==> src/design/multi_led_blink_scheduler_top_defines.svh <==
// ----------------------------------------------------------------------------
// Multi-LED blink scheduler assertion macros
// Shared property shapes for the checks at the end of the top level.
// ----------------------------------------------------------------------------
`ifndef MULTI_LED_BLINK_SCHEDULER_TOP_DEFINES_SVH
`define MULTI_LED_BLINK_SCHEDULER_TOP_DEFINES_SVH

// consequent must hold in the cycle after the antecedent
`define MLBS_ASSERT_NEXT(name, ante, cons, msg) \
  name: assert property (@(posedge clk) disable iff (!rst_n) (ante) |=> (cons)) \
    else $error(msg);

// consequent must hold in the same cycle as the antecedent
`define MLBS_ASSERT_SAME(name, ante, cons, msg) \
  name: assert property (@(posedge clk) disable iff (!rst_n) (ante) |-> (cons)) \
    else $error(msg);

`endif

==> src/design/mlbs_pkg.sv <==
// ----------------------------------------------------------------------------
// Multi-LED blink scheduler package
// Sizes, item kind codes and the controller/datapath interface types.
// ----------------------------------------------------------------------------
package mlbs_pkg;

  localparam int LED_COUNT = 16;
  localparam int IDX_W     = (LED_COUNT > 1) ? $clog2(LED_COUNT) : 1;

  localparam logic [2:0] KIND_TICK   = 3'd0;
  localparam logic [2:0] KIND_ON     = 3'd1;
  localparam logic [2:0] KIND_OFF    = 3'd2;
  localparam logic [2:0] KIND_TOGGLE = 3'd3;
  localparam logic [2:0] KIND_BLINK  = 3'd4;

  localparam logic STATUS_OK  = 1'b0;
  localparam logic STATUS_BAD = 1'b1;

  typedef logic [23:0] color_t;
  localparam color_t COLOR_BLACK = 24'd0;

  typedef struct packed {
    logic latch;
    logic exec;
    logic walk_start;
    logic walk_step;
    logic flush;
  } cmd_t;

  typedef struct packed {
    logic in_tick;
    logic in_bad;
    logic walk_last;
  } sts_t;

endpackage

==> src/design/mlbs_ctrl.sv <==
// ----------------------------------------------------------------------------
// Multi-LED blink scheduler controller
// Sequences command execution, the tick walk over all LEDs and the final flush.
// ----------------------------------------------------------------------------
module mlbs_ctrl (
  input  logic          clk,
  input  logic          rst_n,
  input  logic          start,
  input  mlbs_pkg::sts_t sts,
  output mlbs_pkg::cmd_t cmd,
  output logic          busy
);
  import mlbs_pkg::*;

  localparam logic [1:0] S_IDLE  = 2'd0;
  localparam logic [1:0] S_CMD   = 2'd1;
  localparam logic [1:0] S_WALK  = 2'd2;
  localparam logic [1:0] S_FLUSH = 2'd3;

  logic [1:0] state_r;
  logic [1:0] state_nxt;

  always_comb begin
    state_nxt = state_r;
    cmd       = '0;
    unique case (state_r)
      S_IDLE: begin
        if (start) begin
          cmd.latch = 1'b1;
          if (sts.in_tick) begin
            cmd.walk_start = 1'b1;
            state_nxt      = S_WALK;
          end else if (!sts.in_bad) begin
            state_nxt = S_CMD;
          end
        end
      end
      S_CMD: begin
        cmd.exec  = 1'b1;
        state_nxt = S_IDLE;
      end
      S_WALK: begin
        cmd.walk_step = 1'b1;
        if (sts.walk_last) begin
          state_nxt = S_FLUSH;
        end
      end
      S_FLUSH: begin
        cmd.flush = 1'b1;
        state_nxt = S_IDLE;
      end
      default: state_nxt = S_IDLE;
    endcase
  end

  always_ff @(posedge clk) begin
    if (!rst_n) begin
      state_r <= S_IDLE;
    end else begin
      state_r <= state_nxt;
    end
  end

  assign busy = (state_r != S_IDLE);

endmodule

==> src/design/mlbs_datapath.sv <==
// ----------------------------------------------------------------------------
// Multi-LED blink scheduler datapath
// LED color and blink record tables, command execution, walk step and
// one-deep result hold that marks the final result of a tick.
// ----------------------------------------------------------------------------
module mlbs_datapath (
  input  logic                clk,
  input  logic                rst_n,
  input  mlbs_pkg::cmd_t      cmd,
  output mlbs_pkg::sts_t      sts,
  input  logic [2:0]          in_kind,
  input  logic [7:0]          in_led_number,
  input  logic [7:0]          in_red,
  input  logic [7:0]          in_green,
  input  logic [7:0]          in_blue,
  input  logic [31:0]         in_on_time_ms,
  input  logic [31:0]         in_off_time_ms,
  input  logic [7:0]          in_repeat_count,
  input  logic [31:0]         in_now_ms,
  output logic                out_valid,
  output logic [7:0]          out_led_out,
  output logic [7:0]          out_red_out,
  output logic [7:0]          out_green_out,
  output logic [7:0]          out_blue_out,
  output logic                out_status,
  output logic                out_last
);
  import mlbs_pkg::*;

  color_t      led_color_r   [LED_COUNT];
  logic [31:0] phase_start_r [LED_COUNT];
  logic [31:0] lit_dur_r     [LED_COUNT];
  logic [31:0] dark_dur_r    [LED_COUNT];
  logic [8:0]  remain_r      [LED_COUNT];
  color_t      blink_color_r [LED_COUNT];

  logic [2:0]  kind_r;
  logic [7:0]  num_r;
  color_t      color_r;
  logic [31:0] on_t_r;
  logic [31:0] off_t_r;
  logic [7:0]  reps_r;
  logic [31:0] now_r;

  logic [IDX_W-1:0] walk_idx_r;
  logic             pend_v_r;
  logic [7:0]       pend_led_r;
  color_t           pend_color_r;

  logic             out_valid_r;
  logic [7:0]       out_led_r;
  color_t           out_color_r;
  logic             out_status_r;
  logic             out_last_r;

  logic [7:0]       num_m1;
  logic [IDX_W-1:0] cmd_idx;
  logic [IDX_W-1:0] rd_idx;
  logic             num_ok;
  color_t           cur_color;
  color_t           new_color;
  logic [31:0]      elapsed;
  logic             armed;
  logic             fire_off;
  logic             fire_on;
  logic [7:0]       walk_led;

  always_comb begin
    num_m1    = num_r - 8'd1;
    cmd_idx   = num_m1[IDX_W-1:0];
    num_ok    = (num_r != 8'd0) && (num_r <= 8'(LED_COUNT));
    rd_idx    = cmd.walk_step ? walk_idx_r : cmd_idx;
    cur_color = led_color_r[rd_idx];
    elapsed   = now_r - phase_start_r[rd_idx];
    armed     = (remain_r[rd_idx] != 9'd0);
    fire_off  = armed && (cur_color != COLOR_BLACK) && (elapsed > lit_dur_r[rd_idx]);
    fire_on   = armed && (cur_color == COLOR_BLACK) && (elapsed > dark_dur_r[rd_idx]);
    walk_led  = 8'(walk_idx_r) + 8'd1;
    case (kind_r)
      KIND_ON:     new_color = color_r;
      KIND_OFF:    new_color = COLOR_BLACK;
      KIND_TOGGLE: new_color = (cur_color == COLOR_BLACK) ? color_r : COLOR_BLACK;
      default:     new_color = COLOR_BLACK;
    endcase
  end

  assign sts.in_tick   = (in_kind == KIND_TICK);
  assign sts.in_bad    = (in_kind > KIND_BLINK);
  assign sts.walk_last = (walk_idx_r == IDX_W'(LED_COUNT - 1));

  always_ff @(posedge clk) begin
    if (cmd.latch) begin
      kind_r  <= in_kind;
      num_r   <= in_led_number;
      color_r <= {in_red, in_green, in_blue};
      on_t_r  <= in_on_time_ms;
      off_t_r <= in_off_time_ms;
      reps_r  <= in_repeat_count;
      now_r   <= in_now_ms;
    end
  end

  always_ff @(posedge clk) begin
    if (!rst_n) begin
      for (int i = 0; i < LED_COUNT; i++) begin
        led_color_r[i]   <= COLOR_BLACK;
        phase_start_r[i] <= 32'd0;
        lit_dur_r[i]     <= 32'd0;
        dark_dur_r[i]    <= 32'd0;
        remain_r[i]      <= 9'd0;
        blink_color_r[i] <= COLOR_BLACK;
      end
      walk_idx_r   <= '0;
      pend_v_r     <= 1'b0;
      pend_led_r   <= 8'd0;
      pend_color_r <= COLOR_BLACK;
      out_valid_r  <= 1'b0;
      out_led_r    <= 8'd0;
      out_color_r  <= COLOR_BLACK;
      out_status_r <= STATUS_OK;
      out_last_r   <= 1'b0;
    end else begin
      out_valid_r <= 1'b0;
      if (cmd.exec) begin
        out_led_r  <= num_r;
        out_last_r <= 1'b1;
        if (!num_ok) begin
          out_valid_r  <= 1'b1;
          out_color_r  <= COLOR_BLACK;
          out_status_r <= STATUS_BAD;
        end else if (kind_r == KIND_BLINK) begin
          phase_start_r[cmd_idx] <= now_r;
          lit_dur_r[cmd_idx]     <= on_t_r;
          dark_dur_r[cmd_idx]    <= off_t_r;
          remain_r[cmd_idx]      <= {1'b0, reps_r} + 9'd1;
          blink_color_r[cmd_idx] <= color_r;
        end else begin
          led_color_r[cmd_idx] <= new_color;
          out_valid_r          <= 1'b1;
          out_color_r          <= new_color;
          out_status_r         <= STATUS_OK;
        end
      end
      if (cmd.walk_start) begin
        walk_idx_r <= '0;
        pend_v_r   <= 1'b0;
      end
      if (cmd.walk_step) begin
        walk_idx_r <= walk_idx_r + IDX_W'(1);
        if (fire_off || fire_on) begin
          phase_start_r[walk_idx_r] <= now_r;
          if (fire_off) begin
            led_color_r[walk_idx_r] <= COLOR_BLACK;
            remain_r[walk_idx_r]    <= remain_r[walk_idx_r] - 9'd1;
            pend_color_r            <= COLOR_BLACK;
          end else begin
            led_color_r[walk_idx_r] <= blink_color_r[walk_idx_r];
            pend_color_r            <= blink_color_r[walk_idx_r];
          end
          pend_led_r <= walk_led;
          pend_v_r   <= 1'b1;
          if (pend_v_r) begin
            out_valid_r  <= 1'b1;
            out_led_r    <= pend_led_r;
            out_color_r  <= pend_color_r;
            out_status_r <= STATUS_OK;
            out_last_r   <= 1'b0;
          end
        end
      end
      if (cmd.flush) begin
        pend_v_r <= 1'b0;
        if (pend_v_r) begin
          out_valid_r  <= 1'b1;
          out_led_r    <= pend_led_r;
          out_color_r  <= pend_color_r;
          out_status_r <= STATUS_OK;
          out_last_r   <= 1'b1;
        end
      end
    end
  end

  assign out_valid     = out_valid_r;
  assign out_led_out   = out_led_r;
  assign out_red_out   = out_color_r[23:16];
  assign out_green_out = out_color_r[15:8];
  assign out_blue_out  = out_color_r[7:0];
  assign out_status    = out_status_r;
  assign out_last      = out_last_r;

endmodule

==> src/design/multi_led_blink_scheduler_top.sv <==
// ----------------------------------------------------------------------------
// Multi-LED blink scheduler, top level
// Command port in, one-cycle result strobes out; controller plus datapath.
//
// An item is taken at a rising edge with start high and busy low. Kinds:
// tick, set on, set off, toggle, start blink; the item carries now_ms.
// Set on, set off, toggle, and start blink with a bad LED number give one
// result, with out_valid registered from the command state that follows the
// accepting edge; busy is high for one cycle, in that command state. Other
// start blink items and unknown kinds give no result.
// A tick walks the LED table one entry per cycle in the walk state and then
// passes through the flush state before it returns to idle. One result is
// held back until the next is found, so out_last marks the final result; a
// tick may give none.
// Results show on out_* for exactly one cycle with out_valid; the receiver
// cannot stall and must take each one.
// Reset (rst_n low, synchronous) blacks out all LEDs and clears all blink
// records; the block is idle the cycle after reset is released.
// ----------------------------------------------------------------------------
`include "multi_led_blink_scheduler_top_defines.svh"

module multi_led_blink_scheduler_top (
  input  logic        clk,
  input  logic        rst_n,
  input  logic        start,
  output logic        busy,
  input  logic [2:0]  in_kind,
  input  logic [7:0]  in_led_number,
  input  logic [7:0]  in_red,
  input  logic [7:0]  in_green,
  input  logic [7:0]  in_blue,
  input  logic [31:0] in_on_time_ms,
  input  logic [31:0] in_off_time_ms,
  input  logic [7:0]  in_repeat_count,
  input  logic [31:0] in_now_ms,
  output logic        out_valid,
  output logic [7:0]  out_led_out,
  output logic [7:0]  out_red_out,
  output logic [7:0]  out_green_out,
  output logic [7:0]  out_blue_out,
  output logic        out_status,
  output logic        out_last
);
  import mlbs_pkg::*;

  cmd_t cmd;
  sts_t sts;

  mlbs_ctrl u_ctrl (
    .clk   (clk),
    .rst_n (rst_n),
    .start (start),
    .sts   (sts),
    .cmd   (cmd),
    .busy  (busy)
  );

  mlbs_datapath u_dp (
    .clk             (clk),
    .rst_n           (rst_n),
    .cmd             (cmd),
    .sts             (sts),
    .in_kind         (in_kind),
    .in_led_number   (in_led_number),
    .in_red          (in_red),
    .in_green        (in_green),
    .in_blue         (in_blue),
    .in_on_time_ms   (in_on_time_ms),
    .in_off_time_ms  (in_off_time_ms),
    .in_repeat_count (in_repeat_count),
    .in_now_ms       (in_now_ms),
    .out_valid       (out_valid),
    .out_led_out     (out_led_out),
    .out_red_out     (out_red_out),
    .out_green_out   (out_green_out),
    .out_blue_out    (out_blue_out),
    .out_status      (out_status),
    .out_last        (out_last)
  );

  `MLBS_ASSERT_NEXT(a_known_kind_busy, start && !busy && (in_kind <= KIND_BLINK), busy, "no busy")
  `MLBS_ASSERT_NEXT(a_no_result_after_accept, start && !busy, !out_valid, "early result")
  `MLBS_ASSERT_SAME(a_reject_is_last, out_valid && out_status == STATUS_BAD, out_last, "bad not last")
  `MLBS_ASSERT_SAME(a_walk_is_busy, cmd.walk_step || cmd.exec || cmd.flush, busy, "work while idle")

endmodule

==> config.mk <==
export PLATFORM = sky130hd
export DESIGN_NAME = multi_led_blink_scheduler_top
export DESIGN_NICKNAME = d
export VERILOG_FILES = /design/src/design/mlbs_pkg.sv /design/src/design/mlbs_ctrl.sv /design/src/design/mlbs_datapath.sv /design/src/design/multi_led_blink_scheduler_top.sv
export VERILOG_INCLUDE_DIRS = /design/src /design/src/design
export SDC_FILE = /design/constraint.sdc
export NUM_CORES = 2
export LEC_CHECK = 0
export BUFFER_PORTS_ARGS = -buffer_cell sky130_fd_sc_hd__buf_2
export CAP_MARGIN = 20
export CORE_ASPECT_RATIO = 0.9
export CORE_UTILIZATION = 65
export DETAILED_ROUTE_END_ITERATION = 8
export PLACE_DENSITY = 0.81
export SLEW_MARGIN = 10
export SYNTH_ARGS = -nofsm -noshare
export SYNTH_HDL_FRONTEND = slang
export SYNTH_SLANG_ARGS = --single-unit
==> constraint.sdc <==
create_clock -name clk -period 29 [get_ports clk]
set_input_delay 5.8 -clock clk [delete_from_list [all_inputs] [get_ports clk]]
set_output_delay 5.8 -clock clk [all_outputs]
set_load 0.02 [all_outputs]
Word level (Yosys, flattened, before mapping). Memory sizes are Yosys's and may differ from the RTL's. A register that Yosys moved wholly into a read port is not among the register bits. Cells that the tools add are included. Widths: inputs -> output; s select.

RAM bits: 2448. Input bits: 142. Memories kept: 6. Register bits after elaboration: 213.

Memories: u_dp.dark_dur_r (words 16, bits a word 32, rd ports 1, clocked after memory_dff 0, write ports 16, line mlbs_datapath.sv:33) `logic [31:0] dark_dur_r [LED_COUNT];`; u_dp.lit_dur_r (words 16, bits a word 32, rd ports 1, clocked after memory_dff 0, write ports 16, line mlbs_datapath.sv:32) `logic [31:0] lit_dur_r [LED_COUNT];`; u_dp.phase_start_r (words 16, bits a word 32, rd ports 1, clocked after memory_dff 0, write ports 16, line mlbs_datapath.sv:31) `logic [31:0] phase_start_r [LED_COUNT];`; u_dp.blink_color_r (words 16, bits a word 24, rd ports 1, clocked after memory_dff 1, write ports 16, line mlbs_datapath.sv:35) `color_t blink_color_r [LED_COUNT];`; u_dp.led_color_r (words 16, bits a word 24, rd ports 1, clocked after memory_dff 0, write ports 16, line mlbs_datapath.sv:30) `color_t led_color_r [LED_COUNT];`; u_dp.remain_r (words 16, bits a word 9, rd ports 2, clocked after memory_dff 1, write ports 16, line mlbs_datapath.sv:34) `logic [8:0] remain_r [LED_COUNT];`.

Reductions and logical operators: 27. Eq/ne operators: 10. Muxes and demuxes: 114. $add $sub $neg: 6. Magnitude comparators: 4. Bitwise operators: 2.

Operators with widths (count): $mux 24 (14); $mux 32 (4); $reduce_or 32->1 (4); $reduce_or 24->1 (3); $mux 1 (66); $gt 32x32->1 (2); $mux 4 (16); $mux 8 (6); $pmux 24 s2 (1); $sub 32x32->32 (1); $logic_not 24->1 (1); $reduce_bool 24->1 (1); $mux 9 (2); $reduce_or 9->1 (2); $add 8x1->9 const B (1); $reduce_bool 9->1 (1); $sub 9x1->9 const B (1); $le 8x5->1 const B (1); $mux 2 (4); $reduce_bool 8->1 (1); $pmux 2 s3 (1); $add 4x1->5 const B (1); $logic_and 1x1->1 (5); $add 4x1->4 const B (1); other kinds (19) (23).

Longest topological paths before layout. An unclocked memory read counts as a cell.

Depth in word-level cells: 15. Gate-level depth with buffers: 40. Gate-level depth less buffers: 32.

Modules after synthesis. From an unflattened synthesis, not the netlist that was laid out.

Cells, all modules: 8669. Area total of the unflattened synthesis: 121607.9 um2.

Modules (own cells, without submodules): mlbs_datapath (times used 1, cells each 8655, area each 121494.0 um2, seq. area each 79145.9 um2); mlbs_ctrl (times used 1, cells each 14, area each 113.9 um2, seq. area each 40.0 um2).

Worst setup path before layout. No wires, ideal clock.

Kind: input port to flip-flop. From: in start. To: reg (tool-made name). Library setup time: 136 ps. Slack: 19038 ps. Required time: 28864 ps. Path buffers: 0. Data arrival time: 9826 ps. Cell stages on the path: 4. Cell sequence: and2_1 -> a21oi_1 -> o21ai_0 -> a21oi_1.

RTL lines: start: declaration (line multi_led_blink_scheduler_top.sv:25) `input logic start,`.

==> reports/qor.csv <==
metric;value;unit
Final Max Tran Viols;0;
Top delay family on crit path;compound AO/OA/AOI/OAI gates;
post-route ant nets;0;
Layout area overhead;9.34;%
Post-Syn Area;0.120;mm²
most frequent cells in the layout;2,587 x edfxtp_1, 1,414 x and3_1, 625 x nand2_1, 612 x nor2b_1, 545 x mux4_2;
flops & latches, synth;2662;
endpoints failing setup;0;
Clock Root Buffer;clkbuf_16;
Hold WS;457;ps
height of the die;409;µm
initial antenna violation count;21;
chip width;454;µm
critical path type;reg2reg;
hold buffers post-CTS;0;
Layout Cells excl Fill;10700;
drt drc;0;
routed len/inst;30.2;µm
grt ovf;0;
Num Clock Sinks;2662;
Setup Fix Bufs, Post-CTS;0;
I/O pin total;178;
WP data arrival;12470;ps
status;complete, no violations;
leakage dissipation;50.7;nW
ys async rst share;0;%
Yosys warning count;0;
Max FO, Critical Path;73;
TritonRoute pass-1 iters;8;
f_max;0.0838;GHz
vias in the first global route;72300;
crit end category;register;
layout net count;8345;
unrepaired setup endpoints after global routing;false;
crit start category;register;
Slew HR;17.4;%
VDD IR-drop max;0.0000756;V
worst min-delay path class;reg2reg;
DRT iter0 DRCs;11700;
Top FF cell, synth;edfxtp_1;
GRT Util Overall;34.7;%
critical path data required time;29530;ps
min Tclk post-route;11940;ps
clock-pin slew of the registers on the worst-case setup and hold paths;60;ps
final instance area;0.131;mm²
number of synthesized flops with an enable pin;2587;
dpl cell area;0.122;mm²
share of cells above drive strength 1;16.0;%
max-capacitance violation count;0;
period utilisation layout;41.2;%
setup_tns;0;ps
synth top area cells;edfxtp_1 65%, mux4_2 10%, and3_1 7.4%;
global placer's final weighted congestion;0.916;
syn_nets;8523;
FP Rows;149;
worst-skew pair later-pin latency;960;ps
Starting Density;65.4;%
Largest stage delay, worst path;910;ps
vias per cell;6.98;
Syn Inst Count;8277;
DR vias;74800;
Seq/Total Area, Yosys;66.1;%
commonest non-fill, non-tap cell in the layout;edfxtp_1;
Worst path slowest cell;xnor2_1;
core area;0.183;mm²
post-CTS sizing;0;
Slew @ Worst Pin;1230;ps
Clock Skews;80.2;ps
Synth area leader;edfxtp_1;
pin count of the biggest net entering global routing;293;
Syn Area/Cell;14.5;µm²
Yosys cell types;80;
HPWL after detailed placement;176000;µm
Yosys top cell area share;64.9;%
TritonCTS clock tree;done;
first-pass GRT wire length;472000;µm
WL final;324000;µm
Clock H-tree levels;5;
Die Area;0.186;mm²
Buf+Inv Stages, Crit Path;3;
Power Density;67.9;mW/mm²
Buffers on Ports;177;
cts bufs inserted;280;
final hold vios;0;
Placed Cells;10200;
maximum clock insertion buffer count;4;
## worst min-delay path, stage by stage, from the launching register on
cell,delay [ps]
dfxtp_1,310
nand2_1,50
a21oi_1,50
## stage by stage
stage               worst slack, ps  util (%)  power (mW)
floorplan                     19040         -        5.12
global placement              17580      66.8        5.49
detailed placement            17300      66.8        5.52
CTS                           17310      71.4        8.87
global route                  16570      71.5        9.11
finish                        17060      71.5        8.90
## logic make-up after synthesis
| logic type | Yosys count | synth area share [%] |
|---|---|---|
| buffers and inverters | 821 | 2.66 |
| muxes | 551 | 10.3 |
| adders and majority gates | 104 | 1.09 |
| AOI/OAI and AO/OA | 485 | 2.69 |
| and+or+nand+nor | 3606 | 16.8 |
| DFF | 2662 | 66.1 |
| xor gates and xnor gates | 48 | 0.351 |
## path summary, 6_finish.rpt
kind	slack (ps)	start	end	cells after the start
min reg2reg	460	u_dp.pend_color_r[6]	u_dp.pend_color_r[6]	2
min	460	u_dp.pend_color_r[6]	u_dp.pend_color_r[6]	2
max	17060	u_dp.num_r[0]	u_dp.phase_start_r[1][5]	31
max reg2reg	17060	u_dp.num_r[0]	u_dp.phase_start_r[1][5]	31
## flip-flops by register name, indices dropped and copies added, names as in the netlist, 24 cells and up, named ones only
signal              count
u_dp.dark_dur_r       512
u_dp.phase_start_r    512
u_dp.out_color_r       24
u_dp.color_r           24
u_dp.on_t_r            32
u_dp.lit_dur_r        512
u_dp.led_color_r      384
u_dp.blink_color_r    384
u_dp.remain_r         144
u_dp.pend_color_r      24
u_dp.off_t_r           32
u_dp.now_r             32
## area by class of cell
type	count	area (µm²)
inverters	23	86.3
fillers	11100	52100
flip-flops and latches	2662	79200
multi-input cells	4794	37800
well taps	2416	3020
repair buffers	338	2340
diodes	10	25.0
clock buffers	366	7570
clock inverters	111	932
## synth_stat cells (75+ instances only)
master	instances
nand2_1	648
and3_1	1414
nand3_1	151
nor2_1	271
a21oi_1	91
dfxtp_1	75
ha_1	103
nor2b_1	612
clkbuf_1	653
edfxtp_1	2587
mux4_2	545
and2_1	260
nor4_1	110
o21ai_0	122
## report_power, final
part | internal, mW | total [mW] | switching [mW]
Clock | 1.97 | 3.42 | 1.45
Combinational | 0.348 | 1.04 | 0.693
Sequential | 4.35 | 4.43 | 0.0835
## metal layers
| layer | global-route usage (%) | up-vias | wire length [µm] |
|---|---|---|---|
| li1 | - | 31000 | - |
| met1 | 48.8 | 37100 | 115000 |
| met2 | 52.6 | 5743 | 151000 |
| met3 | 7.95 | 864 | 43000 |
| met4 | 15.3 | 2 | 15000 |
| met5 | 0 | - | 8 |
(Power assumes the default switching activity.)
